### src/sv/assert_macros.svh
// Assertion macros shared by the RTL.
// Depends on a clock named clk and an active high reset named rst in scope.
`ifndef ASSERT_MACROS_SVH
`define ASSERT_MACROS_SVH

// same-cycle implication
`define ASSERT_IMPL(label, ante, cons, msg) \
  label: assert property (@(posedge clk) disable iff (rst) (ante) |-> (cons)) \
    else $error(msg);

// next-cycle implication
`define ASSERT_NEXT(label, ante, cons, msg) \
  label: assert property (@(posedge clk) disable iff (rst) (ante) |=> (cons)) \
    else $error(msg);

`endif

### src/sv/bdo_pkg.sv
// Shared types and constants for the brightness difference overlay.
// No dependencies; imported by every module of the block.
package bdo_pkg;

  localparam int PIX_W  = 8;
  localparam int GAIN_W = 15;

  // fixed-point luma, 14 fractional bits
  localparam int        LUMA_W     = 23;
  localparam int        LUMA_SHIFT = 14;
  localparam logic [LUMA_W-1:0] LUMA_R   = 23'd4899;
  localparam logic [LUMA_W-1:0] LUMA_G   = 23'd9617;
  localparam logic [LUMA_W-1:0] LUMA_B   = 23'd1868;
  localparam logic [LUMA_W-1:0] LUMA_RND = 23'd8192;

  // gain product: 8-bit diff times 7.8 gain
  localparam int        GPROD_W  = PIX_W + GAIN_W;
  localparam logic [GPROD_W-1:0] GAIN_RND = 23'd128;
  localparam int        GAIN_FRAC = 8;

  localparam logic [PIX_W-1:0] PIX_MAX = 8'd255;
  localparam int               PROD_W  = 2 * PIX_W;

  // config register indexes
  localparam int CFG_IDX_W = 1;
  localparam logic [CFG_IDX_W-1:0] CFG_DIFF_GAIN  = 1'd0;
  localparam logic [CFG_IDX_W-1:0] CFG_DIFFS_ONLY = 1'd1;
  localparam logic [GAIN_W-1:0]    GAIN_RESET     = 15'd256;

  typedef struct packed {
    logic [PIX_W-1:0] red;
    logic [PIX_W-1:0] green;
    logic [PIX_W-1:0] blue;
  } bgr_t;

  typedef struct packed {
    bgr_t right;
    bgr_t left;
  } pix_pair_t;

  typedef struct packed {
    logic [PIX_W-1:0] gray_right;
    logic [PIX_W-1:0] gray_left;
  } gray_pair_t;

  typedef struct packed {
    logic [PIX_W-1:0] base;
    logic [PIX_W-1:0] scaled;
    logic             left_side;
  } scaled_t;

  typedef struct packed {
    logic [PROD_W-1:0] prod;
    logic [PIX_W-1:0]  base;
    logic [PIX_W-1:0]  scaled;
    logic              left_side;
  } dim_t;

endpackage

### src/sv/bdo_luma_stage.sv
// Stage 1: converts both BGR pixels to 8-bit gray.
// Depends on bdo_pkg.
module bdo_luma_stage (
  input  logic               clk,
  input  logic               rst,
  input  logic               in_valid,
  output logic               in_ready,
  input  bdo_pkg::pix_pair_t in_data,
  output logic               out_valid,
  input  logic               out_ready,
  output bdo_pkg::gray_pair_t out_data
);
  import bdo_pkg::*;

  logic              valid;
  gray_pair_t        data;
  logic [LUMA_W-1:0] acc_left;
  logic [LUMA_W-1:0] acc_right;

  assign acc_left  = LUMA_R * LUMA_W'(in_data.left.red)
                   + LUMA_G * LUMA_W'(in_data.left.green)
                   + LUMA_B * LUMA_W'(in_data.left.blue) + LUMA_RND;
  assign acc_right = LUMA_R * LUMA_W'(in_data.right.red)
                   + LUMA_G * LUMA_W'(in_data.right.green)
                   + LUMA_B * LUMA_W'(in_data.right.blue) + LUMA_RND;

  assign in_ready  = !valid || out_ready;
  assign out_valid = valid;
  assign out_data  = data;

  always_ff @(posedge clk) begin
    if (rst) begin
      valid <= 1'b0;
    end else if (in_ready) begin
      valid <= in_valid;
    end
  end

  always_ff @(posedge clk) begin
    if (in_valid && in_ready) begin
      data.gray_left  <= acc_left[LUMA_SHIFT +: PIX_W];
      data.gray_right <= acc_right[LUMA_SHIFT +: PIX_W];
    end
  end

endmodule

### src/sv/bdo_scale_stage.sv
// Stage 2: gray mean, one-sided difference and gain scaling.
// Depends on bdo_pkg.
module bdo_scale_stage (
  input  logic                         clk,
  input  logic                         rst,
  input  logic [bdo_pkg::GAIN_W-1:0]   gain,
  input  logic                         in_valid,
  output logic                         in_ready,
  input  bdo_pkg::gray_pair_t          in_data,
  output logic                         out_valid,
  input  logic                         out_ready,
  output bdo_pkg::scaled_t             out_data
);
  import bdo_pkg::*;

  logic               valid;
  scaled_t            data;
  logic [PIX_W:0]     sum;
  logic               left_side;
  logic [PIX_W-1:0]   diff;
  logic [GPROD_W-1:0] gprod;
  logic [GPROD_W-GAIN_FRAC-1:0] scaled_wide;
  logic [PIX_W-1:0]   scaled_sat;

  assign sum       = {1'b0, in_data.gray_left} + {1'b0, in_data.gray_right} + 9'd1;
  assign left_side = in_data.gray_left > in_data.gray_right;
  assign diff      = left_side ? in_data.gray_left - in_data.gray_right
                               : in_data.gray_right - in_data.gray_left;
  assign gprod       = GPROD_W'(diff) * GPROD_W'(gain) + GAIN_RND;
  assign scaled_wide = gprod[GPROD_W-1:GAIN_FRAC];
  assign scaled_sat  = (scaled_wide > (GPROD_W-GAIN_FRAC)'(PIX_MAX)) ? PIX_MAX
                                                                    : scaled_wide[PIX_W-1:0];

  assign in_ready  = !valid || out_ready;
  assign out_valid = valid;
  assign out_data  = data;

  always_ff @(posedge clk) begin
    if (rst) begin
      valid <= 1'b0;
    end else if (in_ready) begin
      valid <= in_valid;
    end
  end

  always_ff @(posedge clk) begin
    if (in_valid && in_ready) begin
      data.base      <= sum[PIX_W:1];
      data.scaled    <= scaled_sat;
      data.left_side <= left_side;
    end
  end

endmodule

### src/sv/bdo_dim_stage.sv
// Stage 3: product of the gray base and the inverse alpha.
// Depends on bdo_pkg.
module bdo_dim_stage (
  input  logic             clk,
  input  logic             rst,
  input  logic             in_valid,
  output logic             in_ready,
  input  bdo_pkg::scaled_t in_data,
  output logic             out_valid,
  input  logic             out_ready,
  output bdo_pkg::dim_t    out_data
);
  import bdo_pkg::*;

  logic             valid;
  dim_t             data;
  logic [PIX_W-1:0] inv;

  assign inv       = PIX_MAX - in_data.scaled;
  assign in_ready  = !valid || out_ready;
  assign out_valid = valid;
  assign out_data  = data;

  always_ff @(posedge clk) begin
    if (rst) begin
      valid <= 1'b0;
    end else if (in_ready) begin
      valid <= in_valid;
    end
  end

  always_ff @(posedge clk) begin
    if (in_valid && in_ready) begin
      data.prod      <= PROD_W'(in_data.base) * PROD_W'(inv);
      data.base      <= in_data.base;
      data.scaled    <= in_data.scaled;
      data.left_side <= in_data.left_side;
    end
  end

endmodule

### src/sv/bdo_mix_stage.sv
// Stage 4: divide by 255, blend or replace, output register.
// Depends on bdo_pkg.
module bdo_mix_stage (
  input  logic          clk,
  input  logic          rst,
  input  logic          diffs_only,
  input  logic          in_valid,
  output logic          in_ready,
  input  bdo_pkg::dim_t in_data,
  output logic          out_valid,
  input  logic          out_ready,
  output bdo_pkg::bgr_t out_data
);
  import bdo_pkg::*;

  logic              valid;
  bgr_t              data;
  bgr_t              pix;
  logic [PROD_W:0]   num;
  logic [PROD_W:0]   quo;
  logic [PIX_W-1:0]  dim;
  logic [PIX_W:0]    mark_wide;
  logic [PIX_W-1:0]  mark;

  // (2p+255)/510 == (p+127)/255; x/255 == (x + 1 + (x>>8)) >> 8 for x < 65535
  assign num       = (PROD_W+1)'(in_data.prod) + 17'd127;
  assign quo       = num + 17'd1 + (num >> PIX_W);
  assign dim       = quo[PIX_W +: PIX_W];
  assign mark_wide = {1'b0, dim} + {1'b0, in_data.scaled};
  assign mark      = mark_wide[PIX_W] ? PIX_MAX : mark_wide[PIX_W-1:0];

  always_comb begin
    pix.blue  = in_data.base;
    pix.green = in_data.base;
    pix.red   = in_data.base;
    if (in_data.scaled != '0) begin
      if (diffs_only) begin
        pix.blue  = '0;
        pix.green = in_data.left_side ? '0 : in_data.scaled;
        pix.red   = in_data.left_side ? in_data.scaled : '0;
      end else begin
        pix.blue  = dim;
        pix.green = in_data.left_side ? dim : mark;
        pix.red   = in_data.left_side ? mark : dim;
      end
    end
  end

  assign in_ready  = !valid || out_ready;
  assign out_valid = valid;
  assign out_data  = data;

  always_ff @(posedge clk) begin
    if (rst) begin
      valid <= 1'b0;
    end else if (in_ready) begin
      valid <= in_valid;
    end
  end

  always_ff @(posedge clk) begin
    if (in_valid && in_ready) begin
      data <= pix;
    end
  end

endmodule

### src/sv/brightness_diff_overlay.sv
// Brightness difference overlay: four-stage pixel pipeline with config registers.
// A pixel pair passes through four register stages (luma, scale, dim, mix) on
// its way to m_axis. Throughput: one pixel pair per clock while m_axis_tready
// is high; each stage holds one transaction and refills as soon as its
// successor takes one, so bubbles close under backpressure.
// Reset (rst, synchronous): all stage valids clear, diff_gain = 1.0, diffs_only = 0.
module brightness_diff_overlay (
  input  logic                          clk,
  input  logic                          rst,
  // pixel pair in
  input  logic                          s_axis_tvalid,
  output logic                          s_axis_tready,
  // [7:0] left_blue, [15:8] left_green, [23:16] left_red,
  // [31:24] right_blue, [39:32] right_green, [47:40] right_red
  input  logic [47:0]                   s_axis_tdata,
  // overlay pixel out
  output logic                          m_axis_tvalid,
  input  logic                          m_axis_tready,
  // [7:0] out_blue, [15:8] out_green, [23:16] out_red
  output logic [23:0]                   m_axis_tdata,
  // config write channel
  input  logic                          cfg_valid,
  output logic                          cfg_ready,
  input  logic [bdo_pkg::CFG_IDX_W-1:0] cfg_index,
  input  logic [bdo_pkg::GAIN_W-1:0]    cfg_data
);
  import bdo_pkg::*;

  `include "assert_macros.svh"

  // config registers
  logic [GAIN_W-1:0] diff_gain;
  logic              diffs_only;

  // inter-stage handshakes
  logic       s1_valid, s1_ready;
  logic       s2_valid, s2_ready;
  logic       s3_valid, s3_ready;
  gray_pair_t s1_data;
  scaled_t    s2_data;
  dim_t       s3_data;
  bgr_t       out_pix;
  pix_pair_t  in_pix;

  assign in_pix       = pix_pair_t'(s_axis_tdata);
  assign m_axis_tdata = out_pix;

  // always ready; the gain is read in stage 2 and the mode in stage 4, so writes
  // are meant to come while the pipeline is empty
  assign cfg_ready = 1'b1;

  always_ff @(posedge clk) begin
    if (rst) begin
      diff_gain  <= GAIN_RESET;
      diffs_only <= 1'b0;
    end else if (cfg_valid && cfg_ready) begin
      unique case (cfg_index)
        CFG_DIFF_GAIN:  diff_gain  <= cfg_data;
        CFG_DIFFS_ONLY: diffs_only <= cfg_data[0];
        default:        ;
      endcase
    end
  end

  // stage 1: luma of both pixels
  bdo_luma_stage u_luma (
    .clk       (clk),
    .rst       (rst),
    .in_valid  (s_axis_tvalid),
    .in_ready  (s_axis_tready),
    .in_data   (in_pix),
    .out_valid (s1_valid),
    .out_ready (s1_ready),
    .out_data  (s1_data)
  );

  // stage 2: mean, difference, gain multiply and saturate
  bdo_scale_stage u_scale (
    .clk       (clk),
    .rst       (rst),
    .gain      (diff_gain),
    .in_valid  (s1_valid),
    .in_ready  (s1_ready),
    .in_data   (s1_data),
    .out_valid (s2_valid),
    .out_ready (s2_ready),
    .out_data  (s2_data)
  );

  // stage 3: base * (255 - s)
  bdo_dim_stage u_dim (
    .clk       (clk),
    .rst       (rst),
    .in_valid  (s2_valid),
    .in_ready  (s2_ready),
    .in_data   (s2_data),
    .out_valid (s3_valid),
    .out_ready (s3_ready),
    .out_data  (s3_data)
  );

  // stage 4: /255, blend or pure color, output register
  bdo_mix_stage u_mix (
    .clk        (clk),
    .rst        (rst),
    .diffs_only (diffs_only),
    .in_valid   (s3_valid),
    .in_ready   (s3_ready),
    .in_data    (s3_data),
    .out_valid  (m_axis_tvalid),
    .out_ready  (m_axis_tready),
    .out_data   (out_pix)
  );

  // an empty output stage means every stage can take a transaction
  `ASSERT_IMPL(a_ready_when_drained, !m_axis_tvalid, s_axis_tready, "input stalled with empty output")

  // pure-color mode: blue is zero unless the pixel is gray
  `ASSERT_IMPL(a_pure_blue, m_axis_tvalid && diffs_only, (out_pix.blue == '0) || ((out_pix.blue == out_pix.green) && (out_pix.green == out_pix.red)), "blue set on marked pixel")

  // blend mode: blue is the dimmed base, shared with the unmarked channel
  `ASSERT_IMPL(a_blend_dim, m_axis_tvalid && !diffs_only, (out_pix.blue == out_pix.green) || (out_pix.blue == out_pix.red), "blend lost dimmed base")

endmodule

### config.mk
export PLATFORM = sky130hd
export DESIGN_NAME = brightness_diff_overlay
export DESIGN_NICKNAME = d
export VERILOG_FILES = /design/src/sv/bdo_pkg.sv /design/src/sv/bdo_luma_stage.sv /design/src/sv/bdo_scale_stage.sv /design/src/sv/bdo_dim_stage.sv /design/src/sv/bdo_mix_stage.sv /design/src/sv/brightness_diff_overlay.sv
export VERILOG_INCLUDE_DIRS = /design/src /design/src/sv
export SDC_FILE = /design/constraint.sdc
export NUM_CORES = 1
export LEC_CHECK = 0
export BUFFER_PORTS_ARGS = -buffer_cell sky130_fd_sc_hd__buf_2
export CAP_MARGIN = 10
export CORE_ASPECT_RATIO = 0.9
export CORE_MARGIN = 2
export CORE_UTILIZATION = 40
export CTS_CLUSTER_DIAMETER = 80
export DETAILED_ROUTE_END_ITERATION = 8
export GPL_ROUTABILITY_DRIVEN = 0
export GPL_TIMING_DRIVEN = 0
export PLACE_DENSITY_LB_ADDON = 0.12
export SYNTH_ARGS = -nofsm -noshare
export SYNTH_HDL_FRONTEND = slang
export SYNTH_SLANG_ARGS = --single-unit
### constraint.sdc
create_clock -name clk -period 10.3 [get_ports clk]
set_input_delay 2.06 -clock clk [delete_from_list [all_inputs] [get_ports clk]]
set_output_delay 2.06 -clock clk [all_outputs]
set_load 0.02 [all_outputs]
# Word-level counts from Yosys, hierarchy flattened
# Index checks and enable logic that the tools add are counted.
totals:
  reg_bits: 110
  input_bits: 69
op_classes:
  add_sub_neg: 16
  n_mul: 8
  magnitude_cmp: 2
  mux: 8
  n_bitwise: 1
  n_reduce_logical: 15
ops:
  columns: ["cell", "n"]
  rows:
  - ["$mux 24", 2]
  - ["$mux 8", 6]
  - ["$add 21x22->22", 2]
  - ["$add 22x14->22 const B", 2]
  - ["$add 22x19->22", 2]
  - ["$mul 14x8->22 const A", 2]
  - ["$mul 13x8->21 const A", 2]
  - ["$mul 9x8->17 const A", 2]
  - ["$add 23x8->23 const B", 1]
  - ["$mul 8x15->23", 1]
  - ["$add 8x8->9", 2]
  - ["$add 16x7->17 const B", 1]
  - ["$add 16x1->16 const B", 1]
  - ["$add 16x9->16", 1]
  - ["$mul 8x8->16", 1]
  - ["$sub 8x8->8", 2]
  - ["$gt 15x8->1 const B", 1]
  - ["$add 9x1->9 const B", 1]
  - ["$gt 8x8->1", 1]
  - ["$reduce_bool 8->1", 1]
  - ["$sub 8x8->8 const A", 1]
  - ["$logic_and 1x1->1", 4]
  - ["$logic_not 1->1", 4]
  - ["$logic_or 1x1->1", 4]
  - ["other kinds (2)", 3]

# Logic depth before layout (Yosys ltp)
# Gate-level depths: netlist of the first run.
logic_depth:
  word_depth: 8
  ltp_mapped: 32
  depth_no_buf: 32

# Modules after synthesis
# Synthesis of the first run repeated with hierarchy kept, for this count alone.
unflattened:
  cells_unflattened: 2365
  hier_area_um2: 22617.9
by_module_without_submodules:
  columns: ["mod", "n_inst", "cells_each", "area_each_um2"]
  rows:
  - ["bdo_luma_stage", 1, 1110, 10550.1]
  - ["bdo_scale_stage", 1, 617, 5615.4]
  - ["bdo_dim_stage", 1, 281, 3191.8]
  - ["bdo_mix_stage", 1, 284, 2489.9]
  - ["brightness_diff_overlay", 1, 73, 770.7]

# Least setup slack after synthesis of the first run
# OpenSTA, ideal clock, no wires.
synth_path:
  path_kind: "input -> register"
  start: "input s_axis_tdata[5]"
  end: "register u_luma.data (netlist bit u_luma.out_data[7]), data pin"
  arrival_ns: 9.009
  required_ns: 10.034
  path_slack_ns: 1.025
  cell_stages: 30
  n_path_buf: 0
  cell_sequence: "ha_1 -> ha_1 -> inv_1 -> fa_1 -> fa_1 -> inv_1 -> ha_1 -> nor3b_1 -> o21a_1 -> o21a_1 -> o21a_1 -> o21ai_0 -> nor2b_1 -> xnor2_1 -> ha_1 -> ha_1 -> fa_1 -> inv_1 -> fa_1 -> fa_1 -> inv_1 -> ha_1 -> a21o_1 -> a21o_1 -> a21o_1 -> o21ai_0 -> a21boi_0 -> o21a_1 -> o41ai_1 -> xnor2_1"
synth_via:
  elab_chain_cells: 3
synth_rtl:
  columns: ["element", "line", "source"]
  rows:
  - ["start, declared", "brightness_diff_overlay.sv:15", "input logic [47:0] s_axis_tdata,"]
  - ["$mul 9x8->17", "bdo_luma_stage.sv:22", "+ LUMA_B * LUMA_W'(in_data.left.blue) + LUMA_RND;"]
  - ["$add 22x19->22", "bdo_luma_stage.sv:22", null]
  - ["$add 22x14->22", "bdo_luma_stage.sv:22", null]
  - ["via u_luma.acc_left[21]", "bdo_luma_stage.sv:17", "logic [LUMA_W-1:0] acc_left;"]
  - ["end, declared", "bdo_luma_stage.sv:16", "gray_pair_t data;"]
# The timed path passes the listed nets, and every way through them passes these cells.
# A chain may end at the register's enable or synchronous reset.

# Worst setup path after layout of the first run
# Same ends and word-level chain as after synthesis.

==> impl_metrics.toml, run 1 <==
[status]
outcome = "finished, final reports clean"

[detailed_routing]
drtIter0Drc = 396
dr_wl_met3_mm = 1.169
detail-route-antenna-nets = 0
wl_met2_mm = 22.38
via_per_inst = 4.871
route.top_layer_used = "met5"
routedWlPerCell_um = 15.19
drc = 0
num_vias = 14847
drt_wl_total_mm = 46.29
dr.pass1.iters = 5
wl_met1_mm = 22.19

[clock_tree]
cts_made_buffers = 9
root_buffer = "clkbuf_16"
path_clk_slew_ps = 80
cts_resized = 0
cts_num_sinks = 110
clkLatencyLatePin_ps = 400
cts_hold_buf = 0
clk_path_buf_depth = 2
cts_tree = "done"
htree_levels = 3
postCtsSetupBuffers = 0

[finish]
area_delta_synth_final_pct = 7.967
final_layout_size_suffix_gt1_share_pct = 6.168
multi_input_area_um2 = 16190
stdcell_count = 3048
nets = 3118
nFillCells = 5219
antennaDiodeCount = 0
final-seq-area_um2 = 3103

[sta]
max_freq_ghz = 0.1034
slew_headroom_pct = 36.92
clock_skew_ps = 10.46
tightestPinTransition_ps = 939.5
fin_setup_tns_ps = 0
hold_viol = 0
min_period_ps = 9675
min_period_over_period_pct = 93.93
rsz0062_at_grt = "false"
setup_viol = 0
drv_slew = 0
hold_ws_ps = 496.5

[critical_path]
cp-end-kind = "flop"
crit_type = "in2reg"
critPathBufInv = 5
crit_family = "adder cells"
cp.depth = 31
reg2reg_to = "u_scale.out_data[8]$_SDFFCE_PN1P_"
required_ps = 10450
arrival_ps = 9820
critical_path_peak_fanout = 6
r2r_slack_ps = 1460
cpPeakStageDelay_ps = 540
worst_setup_path_start_kind = "input pin"
rr_worst_depth = 30
cp_slowest_cell = "fa_1"
r2r_start = "u_luma.out_data[0]$_DFFE_PP_"
crit_top_cell = "ha_1"

[global_routing]
first_global_vias = 15259
grt_max_degree = 29
grt_pass1_wl_mm = 76.83
grtUsageTotal_pct = 17.45
overflow = 0
antenna_found_initial = 1

[min_path]
min_to = "u_dim.out_valid$_SDFFE_PP0P_"
hold_class = "reg2reg"
min_path_cells = 2
min-delay-start = "u_scale.out_valid$_SDFFE_PP0P_"

[floorplanning]
core_area_um2 = 53050
io_pins = 96
dieHeight_um = 223.8
rows = 80
dieArea_um2 = 55540
start_util_pct = 40.47
die_x_um = 248.2

[synth]
synth_flop_cell = "edfxtp_1"
syn-num-nets = 3011
syn_area_um2 = 21470
yosysUniqueCellTypes = 73
syn_inst = 2239
synthArstFlopShare_pct = 0
ys_seq_area_share_pct = 14.45
ys_seq_elements = 110
avgSynthCellArea_um2 = 9.589
synth_warnings = 0
synth-edff-count = 90

[place]
dp.cells = 3032
hpwl_mm = 39.97
place.port_buffers = 93

[run]
drv_cap = 0
-- cells in the final DEF (no fill, tap or decap), drive strengths merged, types with 19 or more instances in the layout --
cell type	count
xor2	27
inv	552
and2	70
fa	291
a21oi	81
dfxtp	20
ha	412
nor3	27
buf	103
nand2	119
edfxtp	90
o21a	29
clkbuf	28
o21ai	44
xnor2	61
nand2b	44
nor2	80
nand3	19
nor2b	72
a21o	25
-- final cells by class --
| class | count | share of cell area, % |
|---|---|---|
| multi-input cells | 1553 | 69.84 |
| flip-flops and latches | 110 | 13.39 |
| inverters | 550 | 8.906 |
| well taps | 697 | 3.762 |
| repair buffers | 96 | 2.224 |
| clock buffers | 9 | 0.9716 |
| plain buffers | 26 | 0.5776 |
| clock inverters | 7 | 0.3347 |
-- metal layers --
layer | vias up | GRT usage [%]
li1 | 7373 | -
met1 | 7281 | 24.16
met2 | 162 | 29.60
met3 | 29 | 1.785
met4 | 2 | 3.495
met5 | - | 0
-- tightest hold or removal path: cells and delay by family, from the launching register on --
| family | cells | cell delay, ps |
|---|---|---|
| flops | 1 | 350 |
| compound gates | 1 | 50 |
| simple gates | 1 | 70 |
-- kinds of logic (layout without fill, tap and decap cells) --
group | Yosys count | count (layout) | share of synthesized area, %
compound gates | 267 | 267 | 8.217
xor+xnor | 88 | 88 | 3.590
fa+ha+maj | 703 | 703 | 51.15
buf+inv | 576 | 688 | 10.24
flops | 110 | 110 | 14.45
mux | 5 | 5 | 0.2448
other cells | 1 | 1 | 0.01747
simple gates | 489 | 489 | 12.09
-- sequential cells by signal, indices dropped and copies added, names as in the netlist --
register           cells
u_mix.out_valid        1
u_dim.out_data        33
diff_gain             15
u_luma.out_valid       1
u_dim.out_valid        1
u_scale.out_valid      1
u_scale.out_data      17
u_mix.out_data        24
diffs_only             1
u_luma.out_data       16
-- metrics by stage --
step	utilization [%]	setup WS (ps)	area, µm²
4_1_cts	43.69	598.6	23180
5_1_grt	43.69	139.4	23180
3_3_place_gp	42.99	241.8	22810
6_report	43.69	624.7	23180
3_5_place_dp	43.12	176.6	22880
2_1_floorplan	-	1025	21470
-- synthesized netlist by cell type, types with 10 or more instances --
master	count	area share, %
o21ai_0	43	1.0
nor3_1	27	0.63
or2_2	10	0.29
ha_1	412	24
fa_1	291	27
o21bai_1	13	0.45
dfxtp_1	20	1.9
a21o_1	25	0.87
xnor2_1	61	2.5
nor2_1	79	1.4
o31ai_1	10	0.35
o21a_1	29	1.0
a21oi_1	81	1.9
nand2_1	119	2.1
nand2b_1	44	1.3
and3_1	10	0.29
edfxtp_1	90	13
nor2b_1	72	2.1
xor2_1	27	1.1
and2_1	70	2.0
nand3_1	19	0.44
clkbuf_1	19	0.33
inv_1	550	9.6
-- worst max path at each step --
| stage | to | slack (ps) | start |
|---|---|---|---|
| 3_3_place_gp | u_luma.out_data[7]$_DFFE_PP_ | 240 | s_axis_tdata[5] |
| 5_1_grt | u_luma.out_data[7]$_DFFE_PP_ | 140 | s_axis_tdata[5] |
| 3_5_place_dp | u_luma.out_data[7]$_DFFE_PP_ | 180 | s_axis_tdata[5] |
| 2_1_floorplan | u_luma.out_data[7]$_DFFE_PP_ | 1030 | s_axis_tdata[5] |
| 6_report | u_luma.out_data[7]$_DFFE_PP_ | 620 | s_axis_tdata[5] |
| 4_1_cts | u_luma.out_data[7]$_DFFE_PP_ | 600 | s_axis_tdata[5] |
Power of run 1 is left out: the tool's default activity adds up to more than one toggle a clock period on the data nets, which glitch-free logic cannot reach.
==> run 2: changes to the inputs <==
--- a/config.mk
+++ b/config.mk
@@ -18,4 +18,5 @@
 export PLACE_DENSITY_LB_ADDON = 0.12
 export SYNTH_ARGS = -nofsm -noshare
 export SYNTH_HDL_FRONTEND = slang
+export SYNTH_HIERARCHICAL = 1
 export SYNTH_SLANG_ARGS = --single-unit
==> run 2 against run 1 <==
Clock-buffer cell count increased by 3. Flip-flop and latch count did not move. Die area up 5.3%. Critical path type unchanged. Worst setup slack improved by 420 ps. Via count rose by 6.7%.
==> impl_metrics.toml, run 2 <==
[status]
outcome = "finished, final reports clean"

[finish]
area_delta_synth_final_pct = 7.684
antennaDiodeCount = 0
final_layout_size_suffix_gt1_share_pct = 7.916
final_common_cell = "inv_1"
final-seq-area_um2 = 3103
largest_register_ffs = 33
multi_input_area_um2 = 17080
final_cell_mix = "inv_1 (605), ha_1 (410), fa_1 (291)"
nets = 3241
nFillCells = 5536

[synth]
synthTopCellsByArea = "fa_1 (26%), ha_1 (23%), edfxtp_1 (12%)"
synth_flop_cell = "edfxtp_1"
yosysMostFrequentCell = "inv_1"
ys_top_cells_by_count = "inv_1 (605), ha_1 (410), fa_1 (291), edfxtp_1 (90), nand2_1 (84)"
syn_area_um2 = 22620
synth_top_area_share_pct = 25.76
yosysUniqueCellTypes = 107
avgSynthCellArea_um2 = 9.564
synth_area_leader_cell = "fa_1"
ys_seq_elements = 110
synth-edff-count = 90
synth_warnings = 6
syn-num-nets = 3135
synthArstFlopShare_pct = 0
ys_seq_area_share_pct = 13.72
syn_inst = 2365

[clock_tree]
cts_hold_buf = 0
cts_resized = 0
clkLatencyLatePin_ps = 370
clk_path_buf_depth = 2
cts_made_buffers = 9
path_clk_slew_ps = 70
root_buffer = "clkbuf_16"
htree_levels = 3
postCtsSetupBuffers = 0
cts_num_sinks = 110
cts_tree = "done"

[sta]
fin_setup_tns_ps = 0
min_period_over_period_pct = 89.84
tightestPinTransition_ps = 1078
drv_slew = 0
hold_viol = 0
slew_headroom_pct = 27.63
setup_viol = 0
rsz0062_at_grt = "false"
clock_skew_ps = 10.61
max_freq_ghz = 0.1081
min_period_ps = 9254

[critical_path]
crit_type = "in2reg"
required_ps = 10400
arrival_ps = 9360
worst_setup_path_start_kind = "input pin"
r2r_slack_ps = 1510
rr_worst_depth = 26
cp_slowest_cell = "fa_1"
cp-end-kind = "flop"
r2r_start = "u_luma/out_data[0]$_DFFE_PP_"
crit_top_cell = "ha_1"
cpPeakStageDelay_ps = 550
critical_path_peak_fanout = 6
reg2reg_to = "u_scale/out_data[7]$_SDFFCE_PN1P_"

[detailed_routing]
num_vias = 15840
routedWlPerCell_um = 15.75
drc = 0
drtIter0Drc = 572
detail-route-antenna-nets = 0
dr.pass1.iters = 5
via_per_inst = 4.901
drt_wl_total_mm = 50.90

[min_path]
min_to = "u_mix/out_valid$_SDFFE_PP0N_"
min_path_cells = 2
hold_class = "reg2reg"
min-delay-start = "u_dim/out_valid$_SDFFE_PP0N_"

[global_routing]
grt_max_degree = 25
overflow = 0
grt_pass1_wl_mm = 86.82
first_global_vias = 17082
grtUsageTotal_pct = 18.44
antenna_found_initial = 0

[floorplanning]
core_area_um2 = 55810
io_pins = 96
dieHeight_um = 229.6
dieArea_um2 = 58470
die_x_um = 254.7
start_util_pct = 40.52
rows = 82

[place]
hpwl_mm = 43.68
place.port_buffers = 94

[run]
drv_cap = 0
-- run 2: cell types whose count changed after synthesis, sizes merged, moves of 7 or more --
cell and change:
o21ai +16, o211ai +9, a211oi +7, nor2 -20, and3b +13, nand2 -35
nand4bb +14, xor2 +13, nand3 +12, inv +57, a31oi +10, and2 +11
o21a -18
-- run 2: cell type report --
class | instances | share of cell area [%]
Multi-Input combinational cell | 1617 | 70.13
Tap cell | 756 | 3.884
Clock inverter | 4 | 0.1541
Timing Repair Buffer | 95 | 2.045
Sequential cell | 110 | 12.74
Clock buffer | 12 | 1.053
Inverter | 607 | 9.355
Buffer | 31 | 0.6421
-- run 2: per-layer routing --
metal,global-route usage [%],vias up,wire length (µm)
met1,26.22,7715,25320
met2,30.57,249,23150
li1,-,7834,-
met4,2.961,0,631
met3,2.125,42,1788
met5,0,-,0
-- run 2: metrics by stage --
stage / instances / utilization, % / cell area (µm²) / hold slack [ps] / setup WS [ps]
after floorplan: 2365 / - / 22620 / 400.3 / 1521
after global placement: 3215 / 43.06 / 24030 / 440.4 / 692.3
after detailed placement: 3216 / 43.11 / 24060 / 447.3 / 632.5
after CTS: 3232 / 43.64 / 24360 / 459.2 / 988.2
after global routing: 3232 / 43.64 / 24360 / 487.6 / 612.0
final: 3232 / 43.64 / 24360 / 464.4 / 1046
-- run 2: cell families after synthesis --
| family | count (synthesis) | synth area share [%] |
|---|---|---|
| other cells | 1 | 0.01658 |
| flops | 110 | 13.72 |
| fa+ha+maj | 703 | 48.53 |
| buf+inv | 638 | 10.76 |
| simple gates | 491 | 12.67 |
| xor+xnor | 107 | 4.276 |
| compound gates | 302 | 9.399 |
| mux | 13 | 0.6306 |
-- run 2: critical path, delay by kind of cell --
family,cells,cell delay [ps]
fa+ha+maj,11,4390
simple gates,3,420
xor+xnor,1,170
buf+inv,5,350
compound gates,11,1910
-- run 2: worst max-delay path by stage --
stage	start	endpoint	slack, ps
final	s_axis_tdata[29]	u_luma/out_data[15]$_DFFE_PP_	1050
after global routing	s_axis_tdata[29]	u_luma/out_data[15]$_DFFE_PP_	610
after CTS	s_axis_tdata[29]	u_luma/out_data[15]$_DFFE_PP_	990
after detailed placement	s_axis_tdata[29]	u_luma/out_data[15]$_DFFE_PP_	630
after global placement	s_axis_tdata[29]	u_luma/out_data[15]$_DFFE_PP_	690
after floorplan	s_axis_tdata[29]	u_luma/out_data[15]$_DFFE_PP_	1520
Power of run 2 is left out for the same reason.
